File: src/rtl/fct_pkg.sv
// Shared types and constants for the chain file table.
`timescale 1ns / 1ps
`default_nettype none
package fct_pkg;
  localparam logic [7:0] NO_SECTOR = 8'hFF;

  typedef enum logic [2:0] {
    MODE_FORMAT = 3'd0,
    MODE_NEW    = 3'd1,
    MODE_SIZE   = 3'd2,
    MODE_APPEND = 3'd3,
    MODE_LOCATE = 3'd4,
    MODE_LOAD   = 3'd5,
    MODE_READ   = 3'd6,
    MODE_NONE   = 3'd7
  } mode_t;

  localparam logic [1:0] ST_OK      = 2'd0;
  localparam logic [1:0] ST_EMPTY   = 2'd1;
  localparam logic [1:0] ST_CORRUPT = 2'd2;

  // Memory access request from the sequencer to the table store.
  typedef struct packed {
    logic       we;
    logic       sel;
    logic [7:0] addr;
    logic [7:0] wdata;
  } mem_req_t;
endpackage
`default_nettype wire

File: src/rtl/fct_store.sv
// Directory and link tables: two memories that share one registered read port.
`timescale 1ns / 1ps
`default_nettype none
module fct_store (
  input  wire logic              clk,
  input  wire fct_pkg::mem_req_t req,
  output logic [7:0]             rdata
);
  import fct_pkg::*;

  logic [7:0] dir_mem [256];
  logic [7:0] link_mem [256];

  always_ff @(posedge clk) begin
    if (req.we) begin
      if (req.sel) link_mem[req.addr] <= req.wdata;
      else dir_mem[req.addr] <= req.wdata;
    end
    rdata <= req.sel ? link_mem[req.addr] : dir_mem[req.addr];
  end
endmodule
`default_nettype wire

File: src/rtl/fat_chain_file_table.sv
// Top level of the chain file table: request sequencer and table store.
`timescale 1ns / 1ps
`default_nettype none
// Each item runs on a small sequencer that shares one table read port; every
// table read is an address state followed by a check of the registered data.
// Format and the clearing pass after reset sweep both tables one entry a
// cycle and accept no item meanwhile. New file reads up to 255 directory
// slots. Size and locate read one link per step of the chain. Append walks
// every file chain from slot 0 up, then the chain of the target file. With
// disjoint chains that is at most about 770 reads, but files whose chains
// share sectors are walked again from every slot, so the worst case is about
// 66,000 reads. Load and read entry go from the directory read state through
// the check state to the done state. A result waits in an output register
// until taken.
module fat_chain_file_table #(
  parameter int NUM_SECTORS = 256
) (
  input  wire logic       clk,
  input  wire logic       rst,
  input  wire logic       valid,
  output logic            ready,
  input  wire logic [2:0] mode,
  input  wire logic [7:0] file_num,
  input  wire logic [7:0] location,
  input  wire logic       table_select,
  input  wire logic [7:0] entry_index,
  input  wire logic [7:0] entry_value,
  output logic            out_valid,
  input  wire logic       out_ready,
  output logic [1:0]      status,
  output logic [7:0]      value
);
  import fct_pkg::*;

  typedef enum logic [3:0] {
    S_CLEAR, S_IDLE, S_DIR_RD, S_DIR_CHK, S_LINK_RD, S_LINK_CHK,
    S_TGT_RD, S_TGT_CHK, S_WRITE, S_DONE
  } state_t;

  // Phases of append: scanning all files, then the target file.
  localparam logic PH_SCAN = 1'b0;
  localparam logic PH_TGT  = 1'b1;

  state_t     state;
  mode_t      op;
  logic [7:0] fnum, loc, eidx, eval;
  logic       tsel;
  logic [8:0] idx;     // directory slot or sweep index
  logic [8:0] steps;   // link reads in the current walk
  logic [7:0] cur;
  logic [8:0] next_sec;
  logic       phase;
  logic [7:0] first;
  mem_req_t   req;
  logic [7:0] rdata;

  fct_store u_store (.clk(clk), .req(req), .rdata(rdata));

  assign ready = (state == S_IDLE) && !out_valid;

  always_comb begin
    req = '0;
    case (state)
      S_CLEAR: begin
        req.we = 1'b1; req.sel = idx[8]; req.addr = idx[7:0]; req.wdata = NO_SECTOR;
      end
      S_DIR_RD: begin
        req.addr = (op == MODE_NEW || op == MODE_APPEND) ? idx[7:0] : fnum;
        if (op == MODE_READ || op == MODE_LOAD) begin
          req.sel = tsel; req.addr = eidx;
          req.we = (op == MODE_LOAD); req.wdata = eval;
        end
      end
      S_TGT_RD: req.addr = fnum;
      S_LINK_RD: begin
        req.sel = 1'b1; req.addr = cur;
      end
      S_WRITE: begin
        req.we = 1'b1; req.wdata = next_sec[7:0];
        req.sel = (first != NO_SECTOR); req.addr = (first == NO_SECTOR) ? fnum : cur;
      end
      default: req = '0;
    endcase
  end

  always_ff @(posedge clk) begin
    if (rst) begin
      state <= S_CLEAR;
      idx <= '0;
      op <= MODE_NONE;
      out_valid <= 1'b0;
    end else begin
      if (out_valid && out_ready) out_valid <= 1'b0;
      case (state)
        S_CLEAR: begin
          idx <= idx + 9'd1;
          if (idx == 9'd511) begin
            state <= (op == MODE_FORMAT) ? S_DONE : S_IDLE;
            status <= ST_OK; value <= '0;
          end
        end
        S_IDLE: begin
          if (valid && ready) begin
            op <= mode_t'(mode);
            fnum <= file_num; loc <= location; tsel <= table_select;
            eidx <= entry_index; eval <= entry_value;
            idx <= '0; next_sec <= '0; phase <= PH_SCAN;
            status <= ST_OK; value <= '0;
            case (mode_t'(mode))
              MODE_FORMAT: state <= S_CLEAR;
              MODE_NONE:   state <= S_DONE;
              default:     state <= S_DIR_RD;
            endcase
          end
        end
        S_DIR_RD: state <= S_DIR_CHK;
        S_DIR_CHK: begin
          steps <= 9'd1; cur <= rdata;
          case (op)
            MODE_NEW: begin
              if (rdata == NO_SECTOR) begin
                value <= idx[7:0]; state <= S_DONE;
              end else if (idx == 9'd254) begin
                status <= ST_EMPTY; state <= S_DONE;
              end else begin
                idx <= idx + 9'd1; state <= S_DIR_RD;
              end
            end
            MODE_SIZE: begin
              if (rdata == NO_SECTOR) state <= S_DONE;
              else state <= S_LINK_RD;
            end
            MODE_LOCATE: begin
              if (rdata == NO_SECTOR) begin
                status <= ST_EMPTY; state <= S_DONE;
              end else if (loc == 8'd0) begin
                value <= rdata; state <= S_DONE;
              end else state <= S_LINK_RD;
            end
            MODE_APPEND: begin
              if (rdata == NO_SECTOR) begin
                phase <= PH_TGT; state <= S_TGT_RD;
              end else state <= S_LINK_RD;
            end
            default: begin
              value <= (op == MODE_LOAD) ? eval : rdata;
              state <= S_DONE;
            end
          endcase
        end
        S_LINK_RD: state <= S_LINK_CHK;
        S_LINK_CHK: begin
          if (op == MODE_LOCATE) begin
            if (rdata == NO_SECTOR) begin
              status <= ST_EMPTY; state <= S_DONE;
            end else if (steps[7:0] == loc) begin
              value <= rdata; state <= S_DONE;
            end else begin
              cur <= rdata; steps <= steps + 9'd1; state <= S_LINK_RD;
            end
          end else if (rdata == NO_SECTOR) begin
            if (op == MODE_SIZE) begin
              value <= steps[7:0]; state <= S_DONE;
            end else if (phase == PH_SCAN) begin
              if ({1'b0, cur} + 9'd1 > next_sec) next_sec <= {1'b0, cur} + 9'd1;
              if (idx == 9'd255) begin
                phase <= PH_TGT; state <= S_TGT_RD;
              end else begin
                idx <= idx + 9'd1; state <= S_DIR_RD;
              end
            end else begin
              if (next_sec >= {1'b0, NO_SECTOR} || next_sec >= 9'(NUM_SECTORS)) begin
                status <= ST_EMPTY; state <= S_DONE;
              end else state <= S_WRITE;
            end
          end else if (steps == 9'd256) begin
            status <= ST_CORRUPT; state <= S_DONE;
          end else begin
            cur <= rdata; steps <= steps + 9'd1; state <= S_LINK_RD;
          end
        end
        S_TGT_RD: state <= S_TGT_CHK;
        S_TGT_CHK: begin
          first <= rdata; cur <= rdata; steps <= 9'd1;
          if (rdata != NO_SECTOR) state <= S_LINK_RD;
          else if (next_sec >= {1'b0, NO_SECTOR} || next_sec >= 9'(NUM_SECTORS)) begin
            status <= ST_EMPTY; state <= S_DONE;
          end else state <= S_WRITE;
        end
        S_WRITE: begin
          value <= next_sec[7:0]; state <= S_DONE;
        end
        S_DONE: begin
          if (!out_valid) begin
            out_valid <= 1'b1; state <= S_IDLE;
          end
        end
        default: state <= S_IDLE;
      endcase
    end
  end
endmodule
`default_nettype wire
File: config.mk
export PLATFORM = sky130hd
export DESIGN_NAME = fat_chain_file_table
export DESIGN_NICKNAME = d
export VERILOG_FILES = /design/src/rtl/fct_pkg.sv /design/src/rtl/fct_store.sv /design/src/rtl/fat_chain_file_table.sv
export SDC_FILE = /design/constraint.sdc
export NUM_CORES = 2
export LEC_CHECK = 0
export CAP_MARGIN = 20
export CORE_ASPECT_RATIO = 0.7
export CORE_MARGIN = 1
export CORE_UTILIZATION = 50
export DETAILED_ROUTE_END_ITERATION = 10
export DONT_BUFFER_PORTS = 1
export MAX_ROUTING_LAYER = met4
export PLACE_DENSITY = 0.66
export SLEW_MARGIN = 20
export SYNTH_ARGS = -nofsm -noshare
export SYNTH_HDL_FRONTEND = slang
export SYNTH_HIERARCHICAL = 1
export SYNTH_SLANG_ARGS = --single-unit
File: constraint.sdc
create_clock -name clk -period 25.6 [get_ports clk]
set_input_delay 1.28 -clock clk [delete_from_list [all_inputs] [get_ports clk]]
set_output_delay 1.28 -clock clk [all_outputs]
set_load 0.005 [all_outputs]
# After elaboration in Yosys (flattened, before gate mapping)
# Memory sizes are Yosys's and may differ from the RTL's.
# Cells that the tools add are included.
# totals
regBits	103
mem_bits_rw	4096
in_bits	40
output_inout_bits	12
wordCells	217
mem_count	2
# mem_list
name	words	word_bits	read_ports	rd_clocked_by_memory_dff	write_ports	line_no	source
u_store.dir_mem	256	8	1	0	1	fct_store.sv:11	logic [7:0] dir_mem [256];
u_store.link_mem	256	8	1	0	1	fct_store.sv:12	logic [7:0] link_mem [256];
# classes
addsub	3
magnitude_cmp	3
eq_ne	57
n_mux	104
n_bitwise	1
reduce_logical	30
# op_table
op	count
2-to-1 mux 9 bit	19
2-to-1 mux 8 bit	19
case mux 8 bit (5 select lines)	2
2-to-1 mux 4 bit	17
case mux 8 bit (3 select lines)	2
case mux 4 bit (10 select lines)	1
!= test 3 bit, second input constant	12
case mux 9 bit (2 select lines)	2
case mux 9 bit (4 select lines)	1
!= test 2 bit, second input constant	16
2-to-1 mux 2 bit	13
adder 9 x 1 -> 9 bit, second input constant	2
equality test 9 x 8 -> 1 bit, second input constant	2
equality test 9 bit, second input constant	2
2-to-1 mux 1 bit	18
2-to-1 mux 18 bit	1
equality test 4 x 3 -> 1 bit, second input constant	4
equality test 8 bit, second input constant	2
!= test 8 bit, second input constant	2
case mux 4 bit (4 select lines)	1
case mux 8 bit (2 select lines)	1
AND reduction 8 bit	2
equality test 3 bit, second input constant	4
!= test 4 bit, second input constant	3
36 further kinds	50

# Depth between registers and ports, before layout
# logic_depth
word_depth	8
depth_mapped	23
ltp_nobuf	14

# Modules after synthesis
# Netlist, hierarchy kept.
# modules_own_cells
module	n_inst	cells_each	area_each_um2	seq_area_each_um2
fct_store	1	6954	158716.0	123158.1
fat_chain_file_table	1	528	5405.2	2682.6

# Least setup slack after synthesis
# No wires, ideal clock.
# synth_timing
path_kind	reg2reg
start	reg state[0]
end	mem u_store.dir_mem[0][0], data pin
setup_ns	1.527
t_arrival_ns	7.867
required_time_ns	24.073
path_slack_ns	16.206
path_stages_with_launch	7
n_path_buf	1
synth_period_minus_slack_ns	9.394
cell_sequence	dfxtp_1 clkbuf_1 nand2b_1 nor3_2 nand2_1 a21oi_1 a221o_1
# synth_lines
item	line_no	source
start, declared	fat_chain_file_table.sv:44	state_t state;
start signal, assigned	fat_chain_file_table.sv:98	state <= (op == MODE_FORMAT) ? S_DONE : S_IDLE;
end, declared	fct_store.sv:11	

==> impl_metrics.env <==
export IMPL_syn_nets=7538
export IMPL_avgSynthCellArea_um2=21.9
export IMPL_wl_per_cell_um=35.1
export IMPL_firstDrtPassIters=8
export IMPL_cp_arrival_ns=10.09
export IMPL_fin_total_pwr_mw=13.8
export IMPL_synthDistinctLibCells=74
export IMPL_final_layout_size_suffix_gt1_share_pct=25.0
export IMPL_min_path_type="in2reg"
export IMPL_synth_area_mm2=0.164
export IMPL_fp_dieH_um=481
export IMPL_status="finished, final reports clean"
export IMPL_multi_input_area_mm2=0.0362
export IMPL_drt_initial_drc_count=12700
export IMPL_power_switching_mw=2.91
export IMPL_io_buffers=0
export IMPL_numCtsBuffers=379
export IMPL_grt_usage_pct=26.6
export IMPL_seq_area_mm2=0.126
export IMPL_power_density_mw_per_mm2=76.2
export IMPL_via_count=81300
export IMPL_swShare_pct=21.1
export IMPL_boundaryPins=52
export IMPL_required_ns=26.41
export IMPL_min_from="rst"
export IMPL_hold_viol=0
export IMPL_drc=0
export IMPL_clock_sinks=4199
export IMPL_crit_type="reg2reg"
export IMPL_clockRootBuffer="clkbuf_16"
export IMPL_viasPerCell=6.64
export IMPL_ant_nets=0
export IMPL_synth_seq_cells=4199
export IMPL_fin_crit_sh_pct=36.3
export IMPL_p_leak_nw=53.0
export IMPL_yosys_warnings=6
export IMPL_cell_internal_pwr_mw=10.9
export IMPL_cts_setup_buffers=0
export IMPL_ir_drop_mv=0.0670
export IMPL_skew_ns=0.0397
export IMPL_async_flop_share_pct=0
export IMPL_critPathBufInv=5
export IMPL_die_x_um=687
export IMPL_critPathLaunchType="flip-flop"
export IMPL_synth_ff_type="edfxtp_1"
export IMPL_cp_max_fo=87
export IMPL_worstMarginPinSlew_ns=1.29
export IMPL_synth_edf_count=4174
export IMPL_ys_seq_area_share_pct=76.7
export IMPL_cap_violations=0
export IMPL_start_util_pct=50.4
export IMPL_slew_viol_final=0
export IMPL_grt_max_degree=204
export IMPL_grt_pass1_vias=78600
export IMPL_syn2layout_area_growth_pct=10.5
export IMPL_period_needed_ns=9.28
export IMPL_rows=175
export IMPL_cts_buffer_depth=4
export IMPL_cts_tree="done"
export IMPL_synthCells=7482
export IMPL_clkLatencyLatePin_ns=0.92
export IMPL_dp_hpwl_mm=255
export IMPL_h_tree_depth=5
export IMPL_cts_resized=0
export IMPL_setup_viol=0
export IMPL_worst_path_max_delay_cell="buf_4"
export IMPL_antenna_found_initial=27
export IMPL_core_mm2=0.326
export IMPL_max_clock_freq_mhz=108
export IMPL_crit_start="state[3]"
export IMPL_crit_family="buffers and inverters"
export IMPL_grt_pass1_wl_mm=605
export IMPL_path_clk_slew_ns=0.07
export IMPL_clkPwrFrac_pct=40.9
export IMPL_hold_buffers=0
export IMPL_crit_top_cell="buf_4"
export IMPL_tns_ns=0
export IMPL_grt_overflow=0
export IMPL_gp_congestion=0.892
export IMPL_drt_wl_total_mm=430
export IMPL_crit_chain="nand2b_1 > nor3_2 > inv_2 > o32ai_2 > a222oi_1 > nand2_4 > buf_12 > buf_4 > buf_4 > buf_4 > mux4_2 > mux4_2 > a221oi_1 > o2111ai_1 > o22a_1"
export IMPL_die_area_mm2=0.331
export IMPL_cpPeakStageDelay_ns=0.89
export IMPL_finalNetCount=7645
export IMPL_regToRegStartpoint="state[3]"
export IMPL_rsz0062_at_grt="no"
export IMPL_p_comb_share_pct=5.2
export IMPL_critPathCaptureType="flip-flop"
export IMPL_nFillCells=23600
export IMPL_seq_power_share_pct=53.8
export IMPL_relSlewSlack_pct=14.1
## registers in the layout, summed over array words and instances, names as in the netlist, 8 cells and up
name and cells:
idx 9, eval 8, u_store/dir_mem 2048, cur 8, fnum 8, u_store/link_mem 2048
next_sec 9, value 8, eidx 8, steps 9, u_store/rdata 8, first 8
loc 8
## metal layers
| layer | up-vias | wire [µm] | global-route usage (%) |
|---|---|---|---|
| met5 | - | 0 | - |
| met4 | 0 | 11400 | 6.54 |
| met3 | 660 | 54300 | 6.24 |
| met2 | 5323 | 189000 | 36.8 |
| met1 | 43700 | 175000 | 40.3 |
| li1 | 31700 | - | - |
## cell families (layout without fill, tap and decap cells)
| logic type | after synthesis | count (layout) | share of synthesized area [%] |
|---|---|---|---|
| simple gates | 977 | 977 | 2.52 |
| buf+inv | 477 | 890 | 1.48 |
| xor+xnor | 23 | 23 | 0.127 |
| fa+ha+maj | 16 | 16 | 0.122 |
| mux | 1390 | 1390 | 17.4 |
| other cells | 0 | 12 | 0 |
| flops | 4199 | 4199 | 76.7 |
| compound gates | 400 | 400 | 1.71 |
## cell usage after synthesis (all sizes together) (7+ instances only)
library cell,n,area [µm²]
a21oi,70,350
nand3,72,360
a222oi,8,80.1
a22oi,64,480
nor2,604,2270
mux2i,212,2120
a211oi,8,65.1
xor2,8,70.1
xnor2,15,139
and3,16,100
buf,240,1540
a221o,7,70.1
edfxtp,4174,125000
o22ai,30,188
nand2,174,653
clkbuf,212,796
and2,15,93.8
nor3,18,105
nor2b,17,106
o211ai,14,105
a31oi,20,125
ha,16,200
nand4,14,87.6
inv,25,93.8
o21ai,66,330
a2111oi,8,70.1
o221ai,18,158
a32oi,10,87.6
mux4,1165,26200
nand2b,19,119
dfxtp,25,500
a221oi,30,263
mux2,13,146
or4,8,63.8
## path summary, 6_finish.rpt
kind | to | slack (ns) | cells after the start
max reg2reg | u_store/rdata[5] | 16.32 | 15
min reg2reg | out_valid | 0.63 | 2
max | u_store/rdata[5] | 16.32 | 15
min | out_valid | 0.43 | 1
## power by group through the flow
| stage | clock network, mW | registers (mW) | logic (mW) |
|---|---|---|---|
| 2_1_floorplan | 0 | 7.59 | 0.484 |
| 3_3_place_gp | 0 | 7.59 | 0.716 |
| 3_5_place_dp | 0 | 7.59 | 0.716 |
| 4_1_cts | 5.72 | 7.44 | 0.719 |
| 5_1_grt | 5.97 | 7.44 | 0.745 |
| 6_report | 5.66 | 7.44 | 0.720 |
## final cells by class
| cell class | count | share of cell area (%) |
|---|---|---|
| inverter | 25 | 0.0573 |
| antenna | 12 | 0.0166 |
| multi-input combinational | 2806 | 20.0 |
| timing repair buffer | 178 | 0.824 |
| tap | 4336 | 2.99 |
| clock inverter | 225 | 1.22 |
| sequential | 4199 | 69.4 |
| clock buffer | 462 | 5.47 |
## cells in the final DEF (no fill, tap or decap), types with 30 or more instances in the layout
cell type     n
edfxtp_1   4174
clkinv_1     76
mux4_2     1165
nor2_1      589
a21oi_1      70
nand2_1     153
clkinv_2     69
clkbuf_16   384
clkbuf_1     76
nand3_1      68
mux2i_1     212
buf_4       161
o21ai_0      56
bufinv_16    39
a221oi_1     30
a22oi_1      64
o22ai_1      30
## through the flow
step           util [%]  setup slack [ns]  cell area [µm²]  std cells  hold WS (ns)
2_1_floorplan         -             16.21           164000       7482         0.483
3_3_place_gp       51.9             16.34           169000      11500         0.604
3_5_place_dp       51.9             16.22           169000      11500         0.606
4_1_cts            55.7             16.22           181000      12200         0.378
5_1_grt            55.7             15.68           181000      12200         0.407
6_report           55.7             16.32           181000      12200         0.433
(Power assumes the default switching activity.)
